==> src/rtl/core/bpq_pkg.sv <==
// ---------------------------------------------------------------------------
// bpq_pkg
// Shared types and codes for the priority bitmap ready queue.
// ---------------------------------------------------------------------------
package bpq_pkg;

	// operation codes
	localparam logic [1:0] OP_ADD    = 2'd0;
	localparam logic [1:0] OP_REMOVE = 2'd1;
	localparam logic [1:0] OP_NEXT   = 2'd2;
	localparam logic [1:0] OP_ROTATE = 2'd3;

	// result status codes
	localparam logic [1:0] STAT_OK    = 2'd0;
	localparam logic [1:0] STAT_LEVEL = 2'd1;
	localparam logic [1:0] STAT_TASK  = 2'd2;
	localparam logic [1:0] STAT_EMPTY = 2'd3;

	typedef struct packed {
		logic [1:0] opcode;
		logic [4:0] task_id;
		logic [5:0] level;
	} req_item_t;

	typedef struct packed {
		logic [4:0] chosen_task;
		logic [4:0] chosen_level;
		logic [1:0] status;
	} rsp_item_t;

endpackage

==> src/rtl/core/bpq_ram.sv <==
// ---------------------------------------------------------------------------
// bpq_ram
// Generic single write port, single read port RAM with registered read.
// ---------------------------------------------------------------------------
module bpq_ram #(
	parameter int WIDTH = 8,
	parameter int DEPTH = 32
) (
	input  logic                                   clk,
	input  logic                                   we,
	input  logic [(DEPTH > 1 ? $clog2(DEPTH) : 1)-1:0] waddr,
	input  logic [WIDTH-1:0]                       wdata,
	input  logic [(DEPTH > 1 ? $clog2(DEPTH) : 1)-1:0] raddr,
	output logic [WIDTH-1:0]                       rdata
);

	logic [WIDTH-1:0] mem_q [DEPTH];

	// write port and registered read port
	always_ff @(posedge clk) begin
		if (we) begin
			mem_q[waddr] <= wdata;
		end
		rdata <= mem_q[raddr];
	end

endmodule

==> src/rtl/core/priority_bitmap_ready_queue_core.sv <==
// ---------------------------------------------------------------------------
// priority_bitmap_ready_queue_core
// Ready-queue scheduler: per-level task lists, ready bitmap, skip throttle.
// ---------------------------------------------------------------------------
// Usage:
//   A request (req) carries an opcode, a task id and a level; every request
//   yields exactly one response (rsp) with the picked task, its level and a
//   status. Both channels transfer when valid is high and stall is low.
//   One request is in flight at a time: req_stall is high from the cycle
//   after a transfer until the response is loaded into the output register.
//   Add, and any add or remove that fails its checks, goes from execute
//   straight to done; next passes the quota and pick states first. Remove
//   walks the level's list until it finds the task; rotate walks it to the
//   tail unless the level holds a single task. Every list step is a read
//   of the link memory (one read port, registered read) followed by a
//   check of the returned link.
//   Reset clears the level head valid bits, queued flags, ready bitmap, skip
//   mask and quota at once; the link memory needs no clearing.
//   While the receiver stalls, the response holds in the output register and
//   a following result waits in its final state until the register frees.
// ---------------------------------------------------------------------------
module priority_bitmap_ready_queue_core #(
	parameter int MAX_TASKS   = 32,
	parameter int LEVEL_COUNT = 32
) (
	input  logic               clk,
	input  logic               arst_n,
	input  logic               req_valid,
	output logic               req_stall,
	input  bpq_pkg::req_item_t req,
	output logic               rsp_valid,
	input  logic               rsp_stall,
	output bpq_pkg::rsp_item_t rsp
);

	import bpq_pkg::*;

	localparam int TW = (MAX_TASKS > 1) ? $clog2(MAX_TASKS) : 1;
	localparam int LW = $clog2(LEVEL_COUNT);
	localparam int CW = $clog2(LEVEL_COUNT + 1);
	localparam int SW = $clog2(MAX_TASKS + 1);

	typedef struct packed {
		logic          valid;
		logic [TW-1:0] id;
	} link_t;

	typedef enum logic [3:0] {
		S_IDLE, S_EXEC, S_NEXT, S_PICK, S_RM_RD, S_RM_CHK, S_ROT_RD, S_ROT_CHK,
		S_WALK_RD, S_WALK_CHK, S_TAIL_W, S_HEAD_W, S_DONE
	} state_t;

	state_t                 state_q;
	logic [1:0]             op_q;
	logic [4:0]             tid_q;
	logic [5:0]             lvl_q;
	logic                   hv_q [LEVEL_COUNT];
	logic [TW-1:0]          hid_q [LEVEL_COUNT];
	logic [MAX_TASKS-1:0]   queued_q;
	logic [LEVEL_COUNT-1:0] ready_q;
	logic [LEVEL_COUNT-1:0] skip_q;
	logic [CW-1:0]          quota_q;
	logic [CW-1:0]          cnt_q;
	logic                   cur_v_q;
	logic [TW-1:0]          cur_q;
	logic                   prev_v_q;
	logic [TW-1:0]          prev_q;
	logic [SW-1:0]          steps_q;
	logic [LW-1:0]          pk_q;
	logic [TW-1:0]          h_q;
	logic [TW-1:0]          tail_q;
	rsp_item_t              res_q;
	logic                   rsp_valid_q;
	rsp_item_t              rsp_q;

	logic                   ram_we;
	logic [TW-1:0]          ram_waddr;
	link_t                  ram_wdata;
	logic [TW-1:0]          ram_raddr;
	link_t                  link_rd;

	logic [LW-1:0]          lidx;
	logic [TW-1:0]          tidx;
	logic                   lvl_bad;
	logic                   tid_bad;
	logic [LEVEL_COUNT-1:0] eff;
	logic [LW-1:0]          pick;
	logic [LEVEL_COUNT-1:0] lbit;
	logic [LEVEL_COUNT-1:0] pbit;
	logic                   slot_free;

	function automatic logic [LW-1:0] top_bit(input logic [LEVEL_COUNT-1:0] v);
		logic [LW-1:0] r;
		r = '0;
		for (int i = 0; i < LEVEL_COUNT; i++) begin
			if (v[i]) begin
				r = LW'(i);
			end
		end
		return r;
	endfunction

	// decode the captured request
	assign lidx    = LW'(lvl_q);
	assign tidx    = TW'(tid_q);
	assign lvl_bad = 32'(lvl_q) >= 32'(LEVEL_COUNT);
	assign tid_bad = 32'(tid_q) >= 32'(MAX_TASKS);
	assign lbit    = LEVEL_COUNT'(1) << lidx;
	assign pbit    = LEVEL_COUNT'(1) << pk_q;

	// pick among unskipped ready levels, all ready levels if none left
	always_comb begin
		eff = ready_q & ~skip_q;
		if (eff == '0) begin
			eff = ready_q;
		end
		pick = top_bit(eff);
	end

	assign slot_free = !rsp_valid_q || !rsp_stall;

	// link memory control
	always_comb begin
		ram_we    = 1'b0;
		ram_waddr = tidx;
		ram_wdata = '{valid: hv_q[lidx], id: hid_q[lidx]};
		ram_raddr = cur_q;
		case (state_q)
			S_EXEC: begin
				ram_we = (op_q == OP_ADD) && !lvl_bad && !tid_bad && !queued_q[tidx];
			end
			S_RM_CHK: begin
				ram_we    = (cur_q == tidx) && prev_v_q;
				ram_waddr = prev_q;
				ram_wdata = link_rd;
			end
			S_ROT_RD: begin
				ram_raddr = h_q;
			end
			S_WALK_RD: begin
				ram_raddr = tail_q;
			end
			S_TAIL_W: begin
				ram_we    = 1'b1;
				ram_waddr = tail_q;
				ram_wdata = '{valid: 1'b1, id: h_q};
			end
			S_HEAD_W: begin
				ram_we    = 1'b1;
				ram_waddr = h_q;
				ram_wdata = '0;
			end
			default: begin
				ram_we = 1'b0;
			end
		endcase
	end

	bpq_ram #(
		.WIDTH(TW + 1),
		.DEPTH(MAX_TASKS)
	) u_link_ram (
		.clk  (clk),
		.we   (ram_we),
		.waddr(ram_waddr),
		.wdata(ram_wdata),
		.raddr(ram_raddr),
		.rdata(link_rd)
	);

	// level head ids: payload, written alongside the valid bits
	always_ff @(posedge clk) begin
		if (state_q == S_EXEC && op_q == OP_ADD && !lvl_bad && !tid_bad
				&& !queued_q[tidx]) begin
			hid_q[lidx] <= tidx;
		end else if (state_q == S_RM_CHK && cur_q == tidx && !prev_v_q) begin
			hid_q[lidx] <= link_rd.id;
		end else if (state_q == S_ROT_CHK && link_rd.valid) begin
			hid_q[pk_q] <= link_rd.id;
		end
	end

	// sequencer: read, check and write back list links
	always_ff @(posedge clk or negedge arst_n) begin
		if (!arst_n) begin
			state_q     <= S_IDLE;
			op_q        <= OP_ADD;
			tid_q       <= '0;
			lvl_q       <= '0;
			for (int i = 0; i < LEVEL_COUNT; i++) begin
				hv_q[i] <= 1'b0;
			end
			queued_q    <= '0;
			ready_q     <= '0;
			skip_q      <= '0;
			quota_q     <= '0;
			cnt_q       <= '0;
			cur_v_q     <= 1'b0;
			cur_q       <= '0;
			prev_v_q    <= 1'b0;
			prev_q      <= '0;
			steps_q     <= '0;
			pk_q        <= '0;
			h_q         <= '0;
			tail_q      <= '0;
			res_q       <= '0;
			rsp_valid_q <= 1'b0;
			rsp_q       <= '0;
		end else begin
			// drop the response once it transfers, unless a new one loads
			if (rsp_valid_q && !rsp_stall && state_q != S_DONE) begin
				rsp_valid_q <= 1'b0;
			end
			case (state_q)
				S_IDLE: begin
					if (req_valid) begin
						op_q    <= req.opcode;
						tid_q   <= req.task_id;
						lvl_q   <= req.level;
						res_q   <= '0;
						state_q <= S_EXEC;
					end
				end
				S_EXEC: begin
					case (op_q)
						OP_ADD, OP_REMOVE: begin
							state_q <= S_DONE;
							if (lvl_bad) begin
								res_q.status <= STAT_LEVEL;
							end else if (tid_bad || queued_q[tidx] == (op_q == OP_ADD)) begin
								res_q.status <= STAT_TASK;
							end else if (op_q == OP_ADD) begin
								hv_q[lidx]     <= 1'b1;
								queued_q[tidx] <= 1'b1;
								if (!ready_q[lidx]) begin
									ready_q <= ready_q | lbit;
									cnt_q   <= cnt_q + CW'(1);
								end
							end else begin
								cur_v_q  <= hv_q[lidx];
								cur_q    <= hid_q[lidx];
								prev_v_q <= 1'b0;
								steps_q  <= '0;
								state_q  <= S_RM_RD;
							end
						end
						OP_NEXT: begin
							state_q <= S_NEXT;
						end
						default: begin
							state_q <= S_PICK;
						end
					endcase
				end
				S_NEXT: begin
					// count the quota down, release the skip mask at zero
					if (skip_q != '0 && quota_q != '0) begin
						quota_q <= quota_q - CW'(1);
						if (quota_q == CW'(1)) begin
							skip_q <= '0;
						end
					end
					state_q <= S_PICK;
				end
				S_PICK: begin
					state_q <= S_DONE;
					if (op_q == OP_NEXT && (ready_q & ~skip_q) == '0) begin
						skip_q <= '0;
					end
					if (ready_q == '0) begin
						res_q.status <= STAT_EMPTY;
					end else if (op_q == OP_NEXT) begin
						res_q.chosen_task  <= 5'(hid_q[pick]);
						res_q.chosen_level <= 5'(pick);
					end else begin
						pk_q    <= pick;
						h_q     <= hid_q[pick];
						state_q <= S_ROT_RD;
					end
				end
				S_RM_RD: begin
					if (!cur_v_q || steps_q == SW'(MAX_TASKS)) begin
						res_q.status <= STAT_TASK;
						state_q      <= S_DONE;
					end else begin
						state_q <= S_RM_CHK;
					end
				end
				S_RM_CHK: begin
					if (cur_q == tidx) begin
						// unlink the found task
						queued_q[tidx] <= 1'b0;
						if (!prev_v_q) begin
							hv_q[lidx] <= link_rd.valid;
							if (!link_rd.valid) begin
								ready_q <= ready_q & ~lbit;
								cnt_q   <= cnt_q - CW'(1);
							end
						end
						state_q <= S_DONE;
					end else begin
						prev_v_q <= 1'b1;
						prev_q   <= cur_q;
						cur_v_q  <= link_rd.valid;
						cur_q    <= link_rd.id;
						steps_q  <= steps_q + SW'(1);
						state_q  <= S_RM_RD;
					end
				end
				S_ROT_RD: begin
					state_q <= S_ROT_CHK;
				end
				S_ROT_CHK: begin
					if (!link_rd.valid) begin
						// single task: skip the level for one pass over the ready ones
						skip_q  <= skip_q | pbit;
						quota_q <= cnt_q;
						state_q <= S_DONE;
					end else begin
						tail_q  <= link_rd.id;
						steps_q <= '0;
						state_q <= S_WALK_RD;
					end
				end
				S_WALK_RD: begin
					state_q <= (steps_q == SW'(MAX_TASKS)) ? S_TAIL_W : S_WALK_CHK;
				end
				S_WALK_CHK: begin
					if (link_rd.valid) begin
						tail_q  <= link_rd.id;
						steps_q <= steps_q + SW'(1);
						state_q <= S_WALK_RD;
					end else begin
						state_q <= S_TAIL_W;
					end
				end
				S_TAIL_W: begin
					state_q <= S_HEAD_W;
				end
				S_HEAD_W: begin
					state_q <= S_DONE;
				end
				S_DONE: begin
					if (slot_free) begin
						rsp_valid_q <= 1'b1;
						rsp_q       <= res_q;
						state_q     <= S_IDLE;
					end
				end
				default: begin
					state_q <= S_IDLE;
				end
			endcase
		end
	end

	assign req_stall = (state_q != S_IDLE);
	assign rsp_valid = rsp_valid_q;
	assign rsp       = rsp_q;

endmodule

==> config.mk <==
export PLATFORM = sky130hd
export DESIGN_NAME = priority_bitmap_ready_queue_core
export DESIGN_NICKNAME = d
export VERILOG_FILES = /design/src/rtl/core/bpq_pkg.sv /design/src/rtl/core/bpq_ram.sv /design/src/rtl/core/priority_bitmap_ready_queue_core.sv
export SDC_FILE = /design/constraint.sdc
export NUM_CORES = 1
export LEC_CHECK = 0
export ABC_AREA = 1
export BUFFER_PORTS_ARGS = -buffer_cell sky130_fd_sc_hd__buf_2
export CAP_MARGIN = 20
export CORE_MARGIN = 3
export CORE_UTILIZATION = 31
export DETAILED_ROUTE_END_ITERATION = 6
export SETUP_SLACK_MARGIN = 0.2
export SKIP_LAST_GASP = 1
export SYNTH_ARGS = -nofsm -noshare
export SYNTH_HDL_FRONTEND = slang
export SYNTH_SLANG_ARGS = --single-unit
==> constraint.sdc <==
create_clock -name clk -period 4.25 [get_ports clk]
set_clock_uncertainty 0.05 [all_clocks]
set_input_delay 0.2125 -clock clk [delete_from_list [all_inputs] [get_ports clk]]
set_output_delay 0.2125 -clock clk [all_outputs]
set_load 0.02 [all_outputs]
After elaboration in Yosys (flattened, before gate mapping). Memories as Yosys holds them, arrays and structs flattened. A register that Yosys moved wholly into a read port is not among the register bits. Cells that the tools add are included. Widths: inputs -> output; s select.

Bits in registers: 215. Bits in writable memories: 352. Input port bits: 17. Memories kept: 2.

Add/sub/neg operators: 4. $lt $le $gt $ge: 6. Equal/unequal tests: 42. Shift operators: 2. Mux-type cells: 155. Bitwise logic cells: 15. Reduce and logical (&&, ||, !) cells: 55.

Memory list: u_link_ram.mem_q (words 32, bits a word 6, read ports 1, clocked after Yosys merged registers in 1, write ports 1, line bpq_ram.sv:17) `logic [WIDTH-1:0] mem_q [DEPTH];`; hid_q (words 32, bits a word 5, read ports 2, clocked after Yosys merged registers in 0, write ports 1, line priority_bitmap_ready_queue_core.sv:58) `logic [TW-1:0] hid_q [LEVEL_COUNT];`.

Operator list (count): $mux 32 (24); $pmux 32 s2 (3); $mux 5 (33); $or 32x32->32 (4); $mux 6 (17); $and 32x32->32 (3); $not 32->32 (3); $pmux 32 s3 (1); $logic_not 32->1 (2); $shl 1x5->32 const A (2); $pmux 4 s13 (1); $mux 4 (9); $ne 2x2->1 const B (17); $bwmux 32 (1); $mux 1 (32); $reduce_bool 32->1 (1); $pmux 6 s2 (2); $pmux 6 s4 (1); $eq 4x4->1 const B (5); $mux 10 (2); $pmux 10 s2 (1); $pmux 5 s2 (2); $mux 2 (9); $pmux 6 s3 (1); other kinds (49) (103).

Depth between registers and ports, before layout. An unclocked memory read counts as a cell.

Depth after elaboration: 39. Mapped depth: 48.

Cells and area by module. Synthesis repeated with hierarchy kept, for this count alone.

Cell total of the unflattened synthesis: 3087. Area total of the unflattened synthesis: 27566.4 um^2.

Modules (own cells, without submodules): priority_bitmap_ready_queue_core (times used 1, cells an instance 2383, area an instance 19488.7 um^2); bpq_ram (times used 1, cells an instance 704, area an instance 8077.7 um^2).

Least setup slack after synthesis. OpenSTA, ideal clock, no wires.

Path type: register -> register. From: reg tid_q[1]. To: reg with a tool-made name. Setup time: 0.120 ns. Arrival time: 3.255 ns. Data required time: 4.080 ns. Slack: 0.825 ns. Cell stages (with the launch flop): 20. Path buffers: 1. Clock period less this slack: 3.425 ns. Cell sequence: dfrtp_1 -> inv_1 -> nor2_1 -> a22oi_1 -> o221ai_1 -> a22o_1 -> a221oi_1 -> nand2_1 -> ha_1 -> inv_1 -> a21oi_1 -> nor2_1 -> nand2_1 -> nor2_1 -> o21ai_0 -> nor2_1 -> clkbuf_1 -> nand2_1 -> o21ai_0 -> inv_1.

RTL lines: from (decl) (line priority_bitmap_ready_queue_core.sv:55) `logic [4:0] tid_q;`; from (signal assigned) (line priority_bitmap_ready_queue_core.sv:218) `tid_q <= req.task_id;`.

==> flow_metrics.tcl <==
set metrics [dict create \
    slew_headroom_pct 27.2 \
    rows 108 \
    endpoint_kind "register" \
    drtIter0Drc 2345 \
    post-route-drc-count 0 \
    fin_crit_ns 4.02 \
    insertion_delay_ns 0.66 \
    vias 22400 \
    grt_max_degree 121 \
    max_freq_mhz 249 \
    routed_wl_microns 83200 \
    async_reset_ff_share_pct 37.5 \
    min_path_type "input port to async pin" \
    cts-htree-levels 2 \
    netlist_instances 2969 \
    slew_violations 0 \
    slowest_stage "dfrtp_1" \
    setup_violations 0 \
    syn_to_final_growth_pct 17.9 \
    yosys-top-cells-count "nand2_1 (484), edfxtp_1 (352), inv_1 (339)" \
    drt_pass1_iterations 6 \
    max_stage_delay_ns 0.40 \
    antenna_found_initial 0 \
    cpMostUsedCell "nand2_1" \
    cts_tree "yes" \
    worst_pin_slew_ns 1.08 \
    arrival_ns 4.48 \
    dp.cells 4125 \
    die_h_microns 304 \
    clkSinkCount 573 \
    seq_area_frac_synth_pct 58.3 \
    dieArea_sq_mm 0.0926 \
    viasPerCell 5.25 \
    fin_setup_tns_ns 0 \
    r2r_cells 47 \
    critical-path-top-delay-family "simple AND/OR/NAND/NOR gates" \
    cp-start-kind "register" \
    synth_most_common_cell "nand2_1" \
    syn-cell-area_sq_mm 0.0276 \
    fillCellCount 8707 \
    status "completed" \
    place_area_sq_mm 0.0296 \
    ioPinCount 31 \
    grt_pass1_wl_microns 126000 \
    fin_crit_sh_pct 94.5 \
    yosysWarnings 0 \
    ctsRootBufferMaster "clkbuf_16" \
    ys_ff_latch 573 \
    rsz0062_at_grt "true" \
    crit_type "register to register" \
    overflow 0 \
    hold_viol 0 \
    crit_cells 47 \
    yosys.area.top_type "edfxtp_1" \
    final_cells 4275 \
    initial_core_util_pct 31.5 \
    synth_edf_count 352 \
    numPortBuffers 30 \
    grt_pass1_vias 21000 \
    die_w_microns 304 \
    syn-num-nets 2996 \
    core_sq_mm 0.0874 \
    postRouteAntennaNets 0 \
    maxCapViolCount 0 \
    syn_area_per_cell_sq_um 9.29 \
    synth_flop_cell "edfxtp_1" \
    nets 3099 \
    cts_max_path_buffers 3 \
    rr_endpoint "res_q[8]" \
    critPathCapture "res_q[8]" \
    layout-drive-gt1-share_pct 11.4 \
    synth_top_area_share_pct 38.3 \
    worst-path-buf-inv 3 \
    grt_usage_pct 17.0 \
    required_ns 4.71 \
    worst-path-max-fanout 7 \
    r2r_slack_ns 0.23 \
    wl_per_cell_microns 19.5 \
    fin_area_sq_mm 0.0325 \
    dp_hpwl_microns 54800 \
    clkTransAtPathRegs_ns 0.06 \
    synth_cell_types 52 \
    antennaDiodeCount 0 \
    synth.area.top_cells "edfxtp_1 (38%), dfrtp_1 (20%), nand2_1 (6.6%), nand3_1 (5.0%), inv_1 (4.6%)" \
    gp_congestion 0.889 \
    cts-buffers-inserted 60 \
]
cell usage in the layout (no fill, tap or decap), types with 12 or more instances in the layout:
cell,n
o211ai_1,22
buf_4,108
o22ai_1,35
buf_2,29
mux2i_1,16
edfxtp_1,352
o21ai_0,170
nor4_1,30
nor3_1,54
or3_1,22
nor2_1,328
clkinv_1,24
clkbuf_1,15
nand3_1,225
inv_1,336
o221ai_1,13
a22oi_1,92
clkbuf_16,75
o32ai_1,19
nand3_2,47
dfrtp_1,215
o311ai_0,31
nand2_2,12
buf_12,14
nand2_1,472
dlygate4sd3_1,16
a21oi_1,178
o21a_1,14
cell type report:
| class | instances | area, sq um | area share (%) |
|---|---|---|---|
| Sequential cell | 573 | 16100 | 49.5 |
| Clock inverter | 29 | 223 | 0.685 |
| Tap cell | 1155 | 1450 | 4.45 |
| Clock buffer | 81 | 1650 | 5.08 |
| Inverter | 352 | 1320 | 4.07 |
| Timing Repair Buffer | 184 | 1780 | 5.48 |
| Multi-Input combinational cell | 1901 | 10000 | 30.8 |
routing by layer:
metal  track usage (%)  routed length (microns)  up-vias
met2              26.1                    36600     1020
met5                 0                        0        -
met4              4.84                     2540        0
li1                  -                        -    10600
met1              24.5                    36700    10700
met3              3.12                     7310      182
timing repair:
| item | CTS | global route |
|---|---|---|
| resized for setup | 2 | 82 |
| endpoints found under the hold margin | 134 | 0 |
| pin swaps | 0 | 39 |
| gates cloned | 0 | 16 |
| buffers inserted | 0 | 7 |
| endpoints found under the setup margin | 3 | 84 |
| hold buffers | 16 | 0 |
cell families after synthesis:
| group | synth area share (%) |
|---|---|
| buffers and inverters | 7.04 |
| adder cells (fa/ha/maj) | 0.481 |
| AND/OR/NAND/NOR | 19.0 |
| flip-flops | 58.3 |
| AO/OA/AOI/OAI | 14.1 |
| XOR/XNOR | 0.318 |
| multiplexers | 0.785 |
worst min-delay path by stage:
stage / start / to / slack (ns)
after floorplan: arst_n / async pin / -0.13
after detailed placement: arst_n / skip_q[17] / 0.34
after global routing: arst_n / skip_q[17] / 0.25
after CTS: arst_n / skip_q[17] / 0.26
after global placement: arst_n / skip_q[16] / 0.34
final: arst_n / skip_q[16] / 0.19
metrics by stage:
| stage | setup slack (ns) | util [%] | hold slack [ns] |
|---|---|---|---|
| after floorplan | 0.825 | - | -0.133 |
| after global placement | 0.143 | 33.9 | 0.336 |
| after detailed placement | 0.176 | 33.9 | 0.336 |
| after CTS | 0.208 | 36.2 | 0.258 |
| after global routing | -0.179 | 37.2 | 0.249 |
| final | 0.234 | 37.2 | 0.187 |
worst reg2reg max path, delay by kind of cell, from the launching register on:
family / cells / cell delay, ns
simple gates: 44 / 2.96
flops: 1 / 0.40
buf+inv: 3 / 0.47
Power is not shown: default switching activity piles up to over one toggle a cycle in this logic, so the estimate is an artifact.
